--- config.mk ---
export PLATFORM = sky130hd
export DESIGN_NAME = http_request_header_parser
export DESIGN_NICKNAME = d
export VERILOG_FILES = /design/src/rtl/hrhp_pkg.sv /design/src/rtl/hrhp_front.sv /design/src/rtl/hrhp_back.sv /design/src/rtl/http_request_header_parser.sv
export SDC_FILE = /design/constraint.sdc
export NUM_CORES = 1
export LEC_CHECK = 0
export ABC_AREA = 1
export BUFFER_PORTS_ARGS = -buffer_cell sky130_fd_sc_hd__buf_2
export CELL_PAD_IN_SITES_DETAIL_PLACEMENT = 0
export CELL_PAD_IN_SITES_GLOBAL_PLACEMENT = 1
export CORE_MARGIN = 3
export CORE_UTILIZATION = 45
export DETAILED_ROUTE_END_ITERATION = 7
export PLACE_DENSITY_LB_ADDON = 0.1
export SLEW_MARGIN = 10
export SYNTH_ARGS = -nofsm -noshare
export SYNTH_HDL_FRONTEND = slang
export SYNTH_SLANG_ARGS = --single-unit
export TNS_END_PERCENT = 100
--- constraint.sdc ---
create_clock -name clk -period 4.28 [get_ports clk]
set_input_delay 0 -clock clk [delete_from_list [all_inputs] [get_ports clk]]
set_output_delay 0 -clock clk [all_outputs]
set_load 0.005 [all_outputs]
--- src/rtl/hrhp_pkg.sv ---
// ----------------------------------------------------------------------------
// hrhp_pkg
// Shared types and constants of the HTTP request header parser.
// ----------------------------------------------------------------------------
`default_nettype none
package hrhp_pkg;

  typedef enum logic [3:0] {
    PH_METHOD  = 4'd0,
    PH_PATH    = 4'd1,
    PH_ANAME   = 4'd2,
    PH_AVALUE  = 4'd3,
    PH_VERSION = 4'd4,
    PH_RLF     = 4'd5,
    PH_HNAME   = 4'd6,
    PH_HVSTART = 4'd7,
    PH_HVALUE  = 4'd8,
    PH_HLF     = 4'd9,
    PH_ENDLF   = 4'd10,
    PH_BODY    = 4'd11,
    PH_DONE    = 4'd12,
    PH_ERROR   = 4'd13
  } phase_t;

  typedef enum logic [2:0] {
    LS_NONE     = 3'd0,
    LS_OK       = 3'd1,
    LS_BAD      = 3'd2,
    LS_DONE_OK  = 3'd3,
    LS_DONE_BAD = 3'd4
  } len_state_t;

  localparam logic [3:0] ERR_NONE     = 4'd0;
  localparam logic [3:0] ERR_LINEBRK  = 4'd1;
  localparam logic [3:0] ERR_TOOLONG  = 4'd2;
  localparam logic [3:0] ERR_VERSION  = 4'd3;
  localparam logic [3:0] ERR_NOLF     = 4'd4;
  localparam logic [3:0] ERR_EMPTYHDR = 4'd5;
  localparam logic [3:0] ERR_EARLYEND = 4'd6;
  localparam logic [3:0] ERR_BADPATH  = 4'd7;
  localparam logic [3:0] ERR_BADLEN   = 4'd8;

  localparam logic [2:0] TK_NONE   = 3'd0;
  localparam logic [2:0] TK_METHOD = 3'd1;
  localparam logic [2:0] TK_PATH   = 3'd2;
  localparam logic [2:0] TK_ANAME  = 3'd3;
  localparam logic [2:0] TK_AVALUE = 3'd4;
  localparam logic [2:0] TK_HNAME  = 3'd5;
  localparam logic [2:0] TK_HVALUE = 3'd6;
  localparam logic [2:0] TK_BODY   = 3'd7;

  localparam logic [1:0] ST_BUSY     = 2'd0;
  localparam logic [1:0] ST_COMPLETE = 2'd1;
  localparam logic [1:0] ST_REJECTED = 2'd2;

  localparam logic [1:0] MC_GET     = 2'd0;
  localparam logic [1:0] MC_PUT     = 2'd1;
  localparam logic [1:0] MC_POST    = 2'd2;
  localparam logic [1:0] MC_UNKNOWN = 2'd3;

  // classified input byte
  typedef struct packed {
    logic [7:0] data_byte;
    logic       eos;
    logic       is_sp;
    logic       is_break;
    logic       is_cr;
    logic       is_lf;
    logic       is_ver;
    logic       is_digit;
  } cls_t;

  // one result item
  typedef struct packed {
    logic [2:0] token_kind;
    logic [7:0] byte_out;
    logic       byte_valid;
    logic       token_end;
    logic [1:0] method_code;
    logic       length_header;
    logic [1:0] parse_status;
    logic [3:0] error_code;
  } result_t;

  // byte of "Content-Length" at a position, 0 past the end
  function automatic logic [7:0] clen_char(input logic [3:0] pos);
    case (pos)
      4'd0: clen_char = 8'h43;  4'd1: clen_char = 8'h6f;
      4'd2: clen_char = 8'h6e;  4'd3: clen_char = 8'h74;
      4'd4: clen_char = 8'h65;  4'd5: clen_char = 8'h6e;
      4'd6: clen_char = 8'h74;  4'd7: clen_char = 8'h2d;
      4'd8: clen_char = 8'h4c;  4'd9: clen_char = 8'h65;
      4'd10: clen_char = 8'h6e; 4'd11: clen_char = 8'h67;
      4'd12: clen_char = 8'h74; 4'd13: clen_char = 8'h68;
      default: clen_char = 8'h00;
    endcase
  endfunction

endpackage
`default_nettype wire

--- src/rtl/hrhp_front.sv ---
// ----------------------------------------------------------------------------
// hrhp_front
// Accepts request bytes, classifies them and pushes them into a short queue.
// ----------------------------------------------------------------------------
`default_nettype none
module hrhp_front (
  input  wire logic          clk,
  input  wire logic          rst_n,
  input  wire logic          in_valid,
  output      logic          in_ready,
  input  wire logic [7:0]    in_data_byte,
  input  wire logic          in_end_of_stream,
  output      logic          q_valid,
  input  wire logic          q_ready,
  output      hrhp_pkg::cls_t q_data
);
  import hrhp_pkg::*;

  // two-entry queue
  cls_t       mem_r [2];
  logic [1:0] cnt_r, cnt_nxt;
  logic       wp_r, rp_r;
  logic       push, pop;
  cls_t       cls;
  logic [7:0] c;

  // byte classification
  always_comb begin
    c = in_data_byte;
    cls.data_byte = c;
    cls.eos       = in_end_of_stream;
    cls.is_sp     = (c == 8'h20);
    cls.is_cr     = (c == 8'h0d);
    cls.is_lf     = (c == 8'h0a);
    cls.is_break  = (c == 8'h0d) || (c == 8'h0a);
    cls.is_ver    = (c == 8'h48) || (c == 8'h54) || (c == 8'h50) || (c == 8'h2f) ||
                    (c == 8'h31) || (c == 8'h2e) || (c == 8'h30);
    cls.is_digit  = (c >= 8'h30) && (c <= 8'h39);
  end

  assign in_ready = (cnt_r != 2'd2);
  assign push     = in_valid && in_ready;
  assign q_valid  = (cnt_r != 2'd0);
  assign pop      = q_valid && q_ready;
  assign q_data   = mem_r[rp_r];
  assign cnt_nxt  = cnt_r + {1'b0, push} - {1'b0, pop};

  // queue pointers
  always_ff @(posedge clk) begin
    if (!rst_n) begin
      cnt_r <= 2'd0;
      wp_r  <= 1'b0;
      rp_r  <= 1'b0;
    end else begin
      cnt_r <= cnt_nxt;
      if (push) wp_r <= ~wp_r;
      if (pop)  rp_r <= ~rp_r;
    end
  end

  // queue storage
  always_ff @(posedge clk) begin
    if (push) mem_r[wp_r] <= cls;
  end

  a_no_overflow: assert property (@(posedge clk) disable iff (!rst_n)
    cnt_r == 2'd2 |-> !in_ready) else $error("queue overflow");
  a_cnt_range: assert property (@(posedge clk) disable iff (!rst_n)
    cnt_r != 2'd3) else $error("bad queue count");
  a_pop_nonempty: assert property (@(posedge clk) disable iff (!rst_n)
    pop |-> cnt_r != 2'd0) else $error("pop from empty queue");
endmodule
`default_nettype wire

--- src/rtl/hrhp_back.sv ---
// ----------------------------------------------------------------------------
// hrhp_back
// Parse state machine: takes classified bytes and registers one result each.
// ----------------------------------------------------------------------------
`default_nettype none
module hrhp_back #(
  parameter int MAX_TOKEN   = 511,
  parameter int MAX_SEGMENT = 255
) (
  input  wire logic            clk,
  input  wire logic            rst_n,
  input  wire logic            q_valid,
  output      logic            q_ready,
  input  wire hrhp_pkg::cls_t  q_data,
  input  wire logic            cfg_write,
  input  wire logic [23:0]     cfg_data,
  output      logic            out_valid,
  input  wire logic            out_ready,
  output      hrhp_pkg::result_t out_data
);
  import hrhp_pkg::*;

  localparam int TW = $clog2(MAX_TOKEN + 1);
  localparam int SW = $clog2(MAX_SEGMENT + 1);

  phase_t     phase_r, phase_nxt;
  logic [TW-1:0] tlen_r, tlen_nxt;
  logic [2:0] mm_r, mm_nxt;
  logic [SW-1:0] seg_r, seg_nxt;
  logic [1:0] pbad_r, pbad_nxt;
  logic       nm_r, nm_nxt;
  len_state_t ls_r, ls_nxt;
  logic [23:0] lv_r, lv_nxt;
  logic [23:0] br_r, br_nxt;
  logic [1:0] hm_r, hm_nxt;
  logic [3:0] he_r, he_nxt;
  logic [23:0] maxlen_r;
  logic       ov_r;
  result_t    res_r, res;
  logic       step;
  logic [28:0] lv_mul;
  logic [7:0] c;
  logic [7:0] exp_get, exp_put, exp_post;
  logic       tok_full;

  assign q_ready = !ov_r || out_ready;
  assign step    = q_valid && q_ready;
  assign out_valid = ov_r;
  assign out_data  = res_r;
  assign c = q_data.data_byte;
  assign tok_full = (tlen_r >= TW'(MAX_TOKEN));
  assign lv_mul = {5'd0, lv_r} * 29'd10 + {25'd0, c[3:0]};

  // method reference bytes by position
  always_comb begin
    exp_get = 8'h00; exp_put = 8'h00; exp_post = 8'h00;
    case (tlen_r)
      TW'(0): begin exp_get = 8'h47; exp_put = 8'h50; exp_post = 8'h50; end
      TW'(1): begin exp_get = 8'h45; exp_put = 8'h55; exp_post = 8'h4f; end
      TW'(2): begin exp_get = 8'h54; exp_put = 8'h54; exp_post = 8'h53; end
      TW'(3): exp_post = 8'h54;
      default: ;
    endcase
  end

  // next state and result
  always_comb begin
    phase_t     lsp;
    len_state_t lsb;
    logic [23:0] lvb;
    phase_nxt = phase_r; tlen_nxt = tlen_r; mm_nxt = mm_r; seg_nxt = seg_r;
    pbad_nxt = pbad_r; nm_nxt = nm_r; ls_nxt = ls_r; lv_nxt = lv_r;
    br_nxt = br_r; hm_nxt = hm_r; he_nxt = he_r;
    res = '0;
    lsp = PH_DONE;
    lsb = ls_r;
    lvb = lv_r;
    // digit accumulation of the length header
    if (ls_r == LS_OK) begin
      if (q_data.is_digit && lv_mul <= 29'h0ffffff) lvb = lv_mul[23:0];
      else lsb = LS_BAD;
    end
    // outcome of the blank line ending the headers
    if (pbad_r != 2'd0) lsp = PH_ERROR;
    else if (ls_r == LS_DONE_BAD || (ls_r == LS_DONE_OK && lv_r > maxlen_r)) lsp = PH_ERROR;
    else if (ls_r == LS_DONE_OK && lv_r != 24'd0) lsp = PH_BODY;

    if (phase_r == PH_DONE || phase_r == PH_ERROR) begin
    end else if (q_data.eos) begin
      phase_nxt = PH_ERROR; he_nxt = ERR_EARLYEND;
    end else begin
      case (phase_r)
        PH_METHOD: begin
          if (q_data.is_sp) begin
            res.token_kind = TK_METHOD; res.token_end = 1'b1;
            if (mm_r[0] && tlen_r == TW'(3)) hm_nxt = MC_GET;
            else if (mm_r[1] && tlen_r == TW'(3)) hm_nxt = MC_PUT;
            else if (mm_r[2] && tlen_r == TW'(4)) hm_nxt = MC_POST;
            else hm_nxt = MC_UNKNOWN;
            tlen_nxt = '0; seg_nxt = '0; pbad_nxt = 2'd0; phase_nxt = PH_PATH;
          end else if (q_data.is_break) begin
            phase_nxt = PH_ERROR; he_nxt = ERR_LINEBRK;
          end else if (!tok_full) begin
            res.token_kind = TK_METHOD; res.byte_valid = 1'b1;
            if (c != exp_get)  mm_nxt[0] = 1'b0;
            if (c != exp_put)  mm_nxt[1] = 1'b0;
            if (c != exp_post) mm_nxt[2] = 1'b0;
            tlen_nxt = tlen_r + TW'(1);
          end else begin
            phase_nxt = PH_ERROR; he_nxt = ERR_TOOLONG;
          end
        end
        PH_PATH: begin
          if (q_data.is_sp || c == 8'h3f) begin
            res.token_kind = TK_PATH; res.token_end = 1'b1; tlen_nxt = '0;
            phase_nxt = q_data.is_sp ? PH_VERSION : PH_ANAME;
          end else if (q_data.is_break) begin
            phase_nxt = PH_ERROR; he_nxt = ERR_LINEBRK;
          end else if (!tok_full) begin
            res.token_kind = TK_PATH; res.byte_valid = 1'b1;
            if (c == 8'h2f) seg_nxt = '0;
            else if (tlen_r == '0) pbad_nxt[0] = 1'b1;
            else if (seg_r >= SW'(MAX_SEGMENT)) pbad_nxt[1] = 1'b1;
            else seg_nxt = seg_r + SW'(1);
            tlen_nxt = tlen_r + TW'(1);
          end else begin
            phase_nxt = PH_ERROR; he_nxt = ERR_TOOLONG;
          end
        end
        PH_ANAME, PH_AVALUE: begin
          res.token_kind = (phase_r == PH_ANAME) ? TK_ANAME : TK_AVALUE;
          if (q_data.is_sp || c == 8'h26 || (c == 8'h3d && phase_r == PH_ANAME)) begin
            res.token_end = 1'b1; tlen_nxt = '0;
            if (q_data.is_sp) phase_nxt = PH_VERSION;
            else if (c == 8'h26) phase_nxt = PH_ANAME;
            else phase_nxt = PH_AVALUE;
          end else if (q_data.is_break) begin
            phase_nxt = PH_ERROR; he_nxt = ERR_LINEBRK;
          end else if (!tok_full) begin
            res.byte_valid = 1'b1; tlen_nxt = tlen_r + TW'(1);
          end else begin
            phase_nxt = PH_ERROR; he_nxt = ERR_TOOLONG;
          end
        end
        PH_VERSION: begin
          if (q_data.is_lf) begin
            tlen_nxt = '0; nm_nxt = 1'b1; phase_nxt = PH_HNAME;
          end else if (q_data.is_cr) phase_nxt = PH_RLF;
          else if (!q_data.is_ver) begin
            phase_nxt = PH_ERROR; he_nxt = ERR_VERSION;
          end
        end
        PH_RLF, PH_HLF: begin
          if (q_data.is_lf) begin
            tlen_nxt = '0; nm_nxt = 1'b1; phase_nxt = PH_HNAME;
          end else begin
            phase_nxt = PH_ERROR; he_nxt = ERR_NOLF;
          end
        end
        PH_HNAME: begin
          if (q_data.is_lf && tlen_r == '0) begin
            phase_nxt = lsp;
            if (lsp == PH_ERROR) he_nxt = (pbad_r != 2'd0) ? ERR_BADPATH : ERR_BADLEN;
            if (lsp == PH_BODY) br_nxt = lv_r;
          end else if (q_data.is_cr && tlen_r == '0) begin
            phase_nxt = PH_ENDLF;
          end else if (c == 8'h3a) begin
            res.token_kind = TK_HNAME; res.token_end = 1'b1;
            if (nm_r && tlen_r == TW'(14) && ls_r == LS_NONE) begin
              ls_nxt = LS_OK; lv_nxt = '0;
            end
            tlen_nxt = '0; phase_nxt = PH_HVSTART;
          end else if (!tok_full) begin
            res.token_kind = TK_HNAME; res.byte_valid = 1'b1;
            if (tlen_r >= TW'(14) || c != clen_char(tlen_r[3:0])) nm_nxt = 1'b0;
            tlen_nxt = tlen_r + TW'(1);
          end else begin
            phase_nxt = PH_ERROR; he_nxt = ERR_TOOLONG;
          end
        end
        PH_HVSTART: begin
          if (q_data.is_sp || c == 8'h09) begin
          end else if (q_data.is_break) begin
            phase_nxt = PH_ERROR; he_nxt = ERR_EMPTYHDR;
          end else begin
            res.token_kind = TK_HVALUE; res.byte_valid = 1'b1;
            ls_nxt = lsb; lv_nxt = lvb;
            res.length_header = (lsb == LS_OK || lsb == LS_BAD);
            tlen_nxt = TW'(1); phase_nxt = PH_HVALUE;
          end
        end
        PH_HVALUE: begin
          if (q_data.is_break) begin
            res.token_kind = TK_HVALUE; res.token_end = 1'b1;
            res.length_header = (ls_r == LS_OK || ls_r == LS_BAD);
            if (ls_r == LS_OK) ls_nxt = LS_DONE_OK;
            else if (ls_r == LS_BAD) ls_nxt = LS_DONE_BAD;
            tlen_nxt = '0;
            if (q_data.is_cr) phase_nxt = PH_HLF;
            else begin nm_nxt = 1'b1; phase_nxt = PH_HNAME; end
          end else if (!tok_full) begin
            res.token_kind = TK_HVALUE; res.byte_valid = 1'b1;
            ls_nxt = lsb; lv_nxt = lvb;
            res.length_header = (lsb == LS_OK || lsb == LS_BAD);
            tlen_nxt = tlen_r + TW'(1);
          end else begin
            phase_nxt = PH_ERROR; he_nxt = ERR_TOOLONG;
          end
        end
        PH_ENDLF: begin
          if (q_data.is_lf) begin
            phase_nxt = lsp;
            if (lsp == PH_ERROR) he_nxt = (pbad_r != 2'd0) ? ERR_BADPATH : ERR_BADLEN;
            if (lsp == PH_BODY) br_nxt = lv_r;
          end else begin
            phase_nxt = PH_ERROR; he_nxt = ERR_NOLF;
          end
        end
        PH_BODY: begin
          res.token_kind = TK_BODY; res.byte_valid = 1'b1;
          if (br_r != '0) br_nxt = br_r - 24'd1;
          if (br_r <= 24'd1) phase_nxt = PH_DONE;
        end
        default: begin
          phase_nxt = PH_ERROR; he_nxt = ERR_EARLYEND;
        end
      endcase
    end
    res.byte_out    = res.byte_valid ? c : 8'd0;
    res.method_code = hm_nxt;
    if (phase_nxt == PH_DONE) res.parse_status = ST_COMPLETE;
    else if (phase_nxt == PH_ERROR) begin
      res.parse_status = ST_REJECTED; res.error_code = he_nxt;
      res.token_kind = TK_NONE; res.byte_valid = 1'b0; res.byte_out = 8'd0;
      res.token_end = 1'b0; res.length_header = 1'b0;
    end
  end

  // parse state registers
  always_ff @(posedge clk) begin
    if (!rst_n) begin
      phase_r <= PH_METHOD; tlen_r <= '0; mm_r <= 3'b111; seg_r <= '0;
      pbad_r <= 2'd0; nm_r <= 1'b1; ls_r <= LS_NONE; lv_r <= '0; br_r <= '0;
      hm_r <= MC_UNKNOWN; he_r <= ERR_NONE; ov_r <= 1'b0;
      maxlen_r <= 24'd1048576;
    end else begin
      if (cfg_write) maxlen_r <= cfg_data;
      if (step) begin
        phase_r <= phase_nxt; tlen_r <= tlen_nxt; mm_r <= mm_nxt; seg_r <= seg_nxt;
        pbad_r <= pbad_nxt; nm_r <= nm_nxt; ls_r <= ls_nxt; lv_r <= lv_nxt;
        br_r <= br_nxt; hm_r <= hm_nxt; he_r <= he_nxt;
      end
      if (step) ov_r <= 1'b1;
      else if (out_ready) ov_r <= 1'b0;
    end
  end

  // result register
  always_ff @(posedge clk) begin
    if (step) res_r <= res;
  end

  a_hold_stall: assert property (@(posedge clk) disable iff (!rst_n)
    ov_r && !out_ready |=> ov_r && $stable(res_r)) else $error("result lost");
  a_final: assert property (@(posedge clk) disable iff (!rst_n)
    step && (phase_r == PH_DONE || phase_r == PH_ERROR) |=> $stable(phase_r))
    else $error("left final phase");
  a_err_code: assert property (@(posedge clk) disable iff (!rst_n)
    phase_r == PH_ERROR |-> he_r != ERR_NONE) else $error("error without code");
endmodule
`default_nettype wire

--- src/rtl/http_request_header_parser.sv ---
// ----------------------------------------------------------------------------
// http_request_header_parser
// Byte-wise HTTP/1.0 request parser with body pass-through.
// ----------------------------------------------------------------------------
// Usage:
//   in  channel: one request byte (or end-of-stream mark) per transaction.
//   out channel: exactly one result per input transaction, in order.
//   cfg port   : write max_content_length while idle; reset value 1048576.
// Throughput: one byte per cycle sustained while out_ready stays high; the parse
//   state machine in the back end updates once per byte.
// Path: an accepted byte is stored in the classification queue, and its result
//   is then registered in the output register, where it shows as valid.
// Reset: synchronous active-low rst_n; the parser returns to expecting the
//   method and all queues empty.
// Stall: when out_ready is low the result register holds; the two-entry
//   queue fills and then in_ready drops. No transaction is lost.
// After a request completes or is rejected the status repeats until reset.
// ----------------------------------------------------------------------------
`default_nettype none
module http_request_header_parser #(
  parameter int MAX_TOKEN   = 511,
  parameter int MAX_SEGMENT = 255
) (
  input  wire logic        clk,
  input  wire logic        rst_n,
  input  wire logic        in_valid,
  output      logic        in_ready,
  input  wire logic [7:0]  in_data_byte,
  input  wire logic        in_end_of_stream,
  output      logic        out_valid,
  input  wire logic        out_ready,
  output      logic [2:0]  out_token_kind,
  output      logic [7:0]  out_byte_out,
  output      logic        out_byte_valid,
  output      logic        out_token_end,
  output      logic [1:0]  out_method_code,
  output      logic        out_length_header,
  output      logic [1:0]  out_parse_status,
  output      logic [3:0]  out_error_code,
  input  wire logic        cfg_write,
  input  wire logic [23:0] cfg_data
);
  import hrhp_pkg::*;

  logic    q_valid, q_ready;
  cls_t    q_data;
  result_t res;

  // front: accept and classify
  hrhp_front u_front (
    .clk, .rst_n, .in_valid, .in_ready, .in_data_byte, .in_end_of_stream,
    .q_valid, .q_ready, .q_data
  );

  // back: parse and register results
  hrhp_back #(.MAX_TOKEN(MAX_TOKEN), .MAX_SEGMENT(MAX_SEGMENT)) u_back (
    .clk, .rst_n, .q_valid, .q_ready, .q_data, .cfg_write, .cfg_data,
    .out_valid, .out_ready, .out_data(res)
  );

  assign out_token_kind    = res.token_kind;
  assign out_byte_out      = res.byte_out;
  assign out_byte_valid    = res.byte_valid;
  assign out_token_end     = res.token_end;
  assign out_method_code   = res.method_code;
  assign out_length_header = res.length_header;
  assign out_parse_status  = res.parse_status;
  assign out_error_code    = res.error_code;
endmodule
`default_nettype wire

==> metrics.md <==
| Metric | Value |
|---|---|
| Status | completed |
| Final Non-Filler Cells | 2,476 |
| Fin Clk Skew | 15.2 ps |
| R2r worst-path depth | 22 |
| Post-Syn Area | 12,900 um2 |
| # IOs | 62 |
| FF-to-FF setup slack | 450 ps |
| GPL Wtd Cong | 0.953 |
| WP buf/inv | 2 |
| Global-route wire length before repair | 66.4 mm |
| TritonCTS Buffers | 17 |
| Post-CTS Setup Bufs | 0 |
| Synth Area per Inst | 6.56 um2 |
| Register bit total from synthesis | 173 |
| Clk slew on worst S/H paths | 70 ps |
| I/O Buffers | 61 |
| Final worst path period need | 3830 ps |
| Fmax | 0.261 GHz |
| Die Width | 176 um |
| PwrDens | 554 nW/um2 |
| Worst Slack Setup Final | 448 ps |
| Ant. Diodes | 0 |
| CP arrival | 4210 ps |
| Fin crit share | 89.5% |
| Worst Path Required | 4660 ps |
| Worst r2r dst | u_back.lv_r[20] |
| Largest net degree at the start of global routing | 51 |
| H-tree lvl count | 4 |
| Hold crit path type | input pin to flop |
| Die area | 30,800 um2 |
| Critical Path Most Common Cell | nand2_1 |
| Final setup vio count | 0 |
| Worst setup path end | u_back.lv_r[20] |
| Post-layout util | 52.6% |
| CP Depth | 22 |
| Setup_tns | 0 ps |
| Vias per cell | 5.41 |
| Pwr Total | 8.19 mW |
| Row count | 61 |
| Delay-heaviest family, CP | simple AND/OR/NAND/NOR gates |
| Final net count | 2,214 |
| Leakage | 7.13 nW |
| CP max FO | 36 |
| Total core area | 28,100 um2 |
| Maximum vdd drop | 366 uV |
| DRC | 0 |
| Setup CP Type | flop to flop |
| Worst Hold Slack | 136 ps |
| Async SR Flop Fraction | 0% |
| Vias in the first global route | 12.4k |
| CP Capture Type | flop |
| Starting Density | 46.1% |
| Initial antenna violation count | 0 |
| Number of distinct library cells after synthesis | 65 |
| Share of layout cells above drive strength 1 | 8.53% |
| Clock Path Buffers | 2 |
| Area delta synth->final | 14.2% |
| Main synth FF type | dfxtp_1 |
| Skew-Pair Late Insertion Delay | 440 ps |
| Worst path max stage delay | 560 ps |
| CTS sink count | 173 |
| Dpl cells | 2,404 |
| Die height | 176 um |
| Post-Syn Instances | 1,972 |
| Post-route ant nets | 0 |
| Critical Path, Cell by Cell | ha_1 > ha_1 > nand2_1 > inv_1 > nand2_1 > nor3_1 > nand3_1 > nand3_1 > nand2_1 > nand2_1 > nand2_1 > nor2_1 > nand3_1 > nand2_1 > nand2_1 > nor2_1 > nand3_2 > nand2_2 > nand2_8 > clkinv_2 > nor2_1 > nor2_1 |
| Final wirelength | 41.3 mm |
| Max cap viols | 0 |
| Worst path slowest cell | dfxtp_1 |
| Max-Slew Margin vs Limit | 32.7% |
| Reg-to-Reg Start | u_back.lv_r[17] |
| Pre-antenna DRT Iters | 6 |
| GRT Total Usage | 27.0% |
| Post-place setup slack | 272 ps |
| Sequential fraction of the synthesis area | 30.8% |
| CTS root buf | clkbuf_16 |
| Synth Warn # | 0 |
| CTS tree | built |
| Mean routed wirelength per cell | 16.7 um |
| Worst setup startpoint | u_back.lv_r[17] |
| Fillers | 2,920 |
| 1st-iter DRT viols | 1,097 |
| Gr ovfl total | 0 |
| Unrepaired setup endpoints after global routing | no |
| Final slew viol count | 0 |
| Final instance area | 14,800 um2 |
| Worst setup SP type | flop |
| Area after DPL | 13,800 um2 |
| Worst slew pin tran | 1010 ps |
| Dpl hpwl | 32.3 mm |
| Total number of vias | 13.4k |
| Syn Nets | 2,099 |
| Hold Vio Cnt, Final | 0 |
| EDFF count, synth | 52 |
## sequential cells by signal, summed over array words and instances, names as in the netlist, 2 cells and up, named ones only
name,flops
u_front.mem_r,30
u_back.he_r,4
u_back.pbad_r,2
u_back.ls_r,3
u_back.maxlen_r,24
u_back.mm_r,3
u_back.br_r,24
u_back.tlen_r,9
u_back.hm_r,2
u_back.lv_r,24
u_back.phase_r,4
u_back.out_data,22
u_front.cnt_r,2
u_back.seg_r,8
## layout by cell type, fill, tap and decap left out, types with 8 or more instances in the layout
cell / n
nand2_1: 443
inv_1: 289
nor2_1: 281
o21ai_0: 129
a21oi_1: 126
dfxtp_1: 118
nand3_1: 117
ha_1: 87
buf_2: 61
edfxtp_1: 52
dlygate4sd3_1: 42
buf_4: 37
nor3_1: 36
nand4_1: 27
xor2_1: 22
o21ai_1: 21
a31oi_1: 19
clkbuf_16: 18
nor4_1: 16
o211ai_1: 12
nor2_2: 10
or2_2: 8
a211oi_1: 8
## repair_timing
item	4_1_cts	5_1_grt
endpoints found under the setup margin	0	22
endpoints found under the hold margin	52	0
hold buffers	42	0
gates resized for setup	0	4
## kinds of logic after synthesis
kind of cell	Yosys count	share of synthesized area (%)
adder cells (fa/ha/maj)	89	8.72
buffers and inverters	345	10.4
AND/OR/NAND/NOR	966	31.8
flip-flops	173	30.8
XOR/XNOR	26	1.76
AO/OA/AOI/OAI	373	16.5
## worst register-to-register path, stage by stage (launching register included)
cell,delay (ps)
dfxtp_1,560
ha_1,320
ha_1,370
nand2_1,100
inv_1,100
nand2_1,90
nor3_1,280
nand3_1,210
nand3_1,120
nand2_1,50
nand2_1,170
nand2_1,80
nor2_1,130
nand3_1,90
nand2_1,60
nand2_1,50
nor2_1,190
nand3_2,110
nand2_2,140
nand2_8,170
clkinv_2,220
nor2_1,70
nor2_1,100
## worst min path at each step
stage / startpoint / to / slack (ps) / depth (start not counted)
2_1_floorplan: in_data_byte[3] / u_front.mem_r[0][10] / 100 / 0
3_3_place_gp: in_end_of_stream / u_front.mem_r[0][6] / 190 / 1
3_5_place_dp: in_end_of_stream / u_front.mem_r[1][6] / 190 / 1
4_1_cts: rst_n / u_back.mm_r[2] / 130 / 2
5_1_grt: rst_n / u_back.mm_r[0] / 160 / 2
6_report: rst_n / u_back.mm_r[2] / 140 / 2
## synthesized netlist by cell type (16+ instances only)
| cell type | number | area, um2 |
|---|---|---|
| nor3_1 | 36 | 180 |
| a31oi_1 | 19 | 119 |
| nand2_1 | 443 | 1660 |
| nand4_1 | 27 | 169 |
| a21oi_1 | 127 | 636 |
| nor4_1 | 16 | 100 |
| nor2_1 | 282 | 1060 |
| o21ai_1 | 21 | 105 |
| xor2_1 | 22 | 193 |
| inv_1 | 289 | 1080 |
| nand3_1 | 117 | 586 |
| edfxtp_1 | 52 | 1560 |
| dfxtp_1 | 121 | 2420 |
| ha_1 | 87 | 1090 |
| o21ai_0 | 129 | 646 |
| clkbuf_1 | 30 | 113 |
## report_power, final
group / internal, mW / total, mW / switching [mW] / leakage (nW)
Sequential: 2.10 / 2.37 / 0.268 / 1.50
Clock: 0.795 / 1.53 / 0.740 / 0.279
Combinational: 1.34 / 4.28 / 2.94 / 5.35
## cell type report
| class | instances | area (um2) | share of cell area, % |
|---|---|---|---|
| repair buffers | 140 | 1000 | 6.79 |
| clock buffers | 19 | 454 | 3.07 |
| clock inverters | 11 | 103 | 0.694 |
| inverters | 301 | 1130 | 7.66 |
| flip-flops and latches | 173 | 3990 | 27.0 |
| multi-input cells | 1454 | 7620 | 51.6 |
| well taps | 378 | 473 | 3.20 |
## layer usage
metal,up-vias,part of all wire (%),global-route usage (%)
met1,6110,50,40.0
met2,461,42,41.2
met3,67,5.4,3.59
met5,-,0,0
li1,6756,-,-
met4,0,2.3,7.75
No activity file was read; power rests on OpenSTA's default activity.
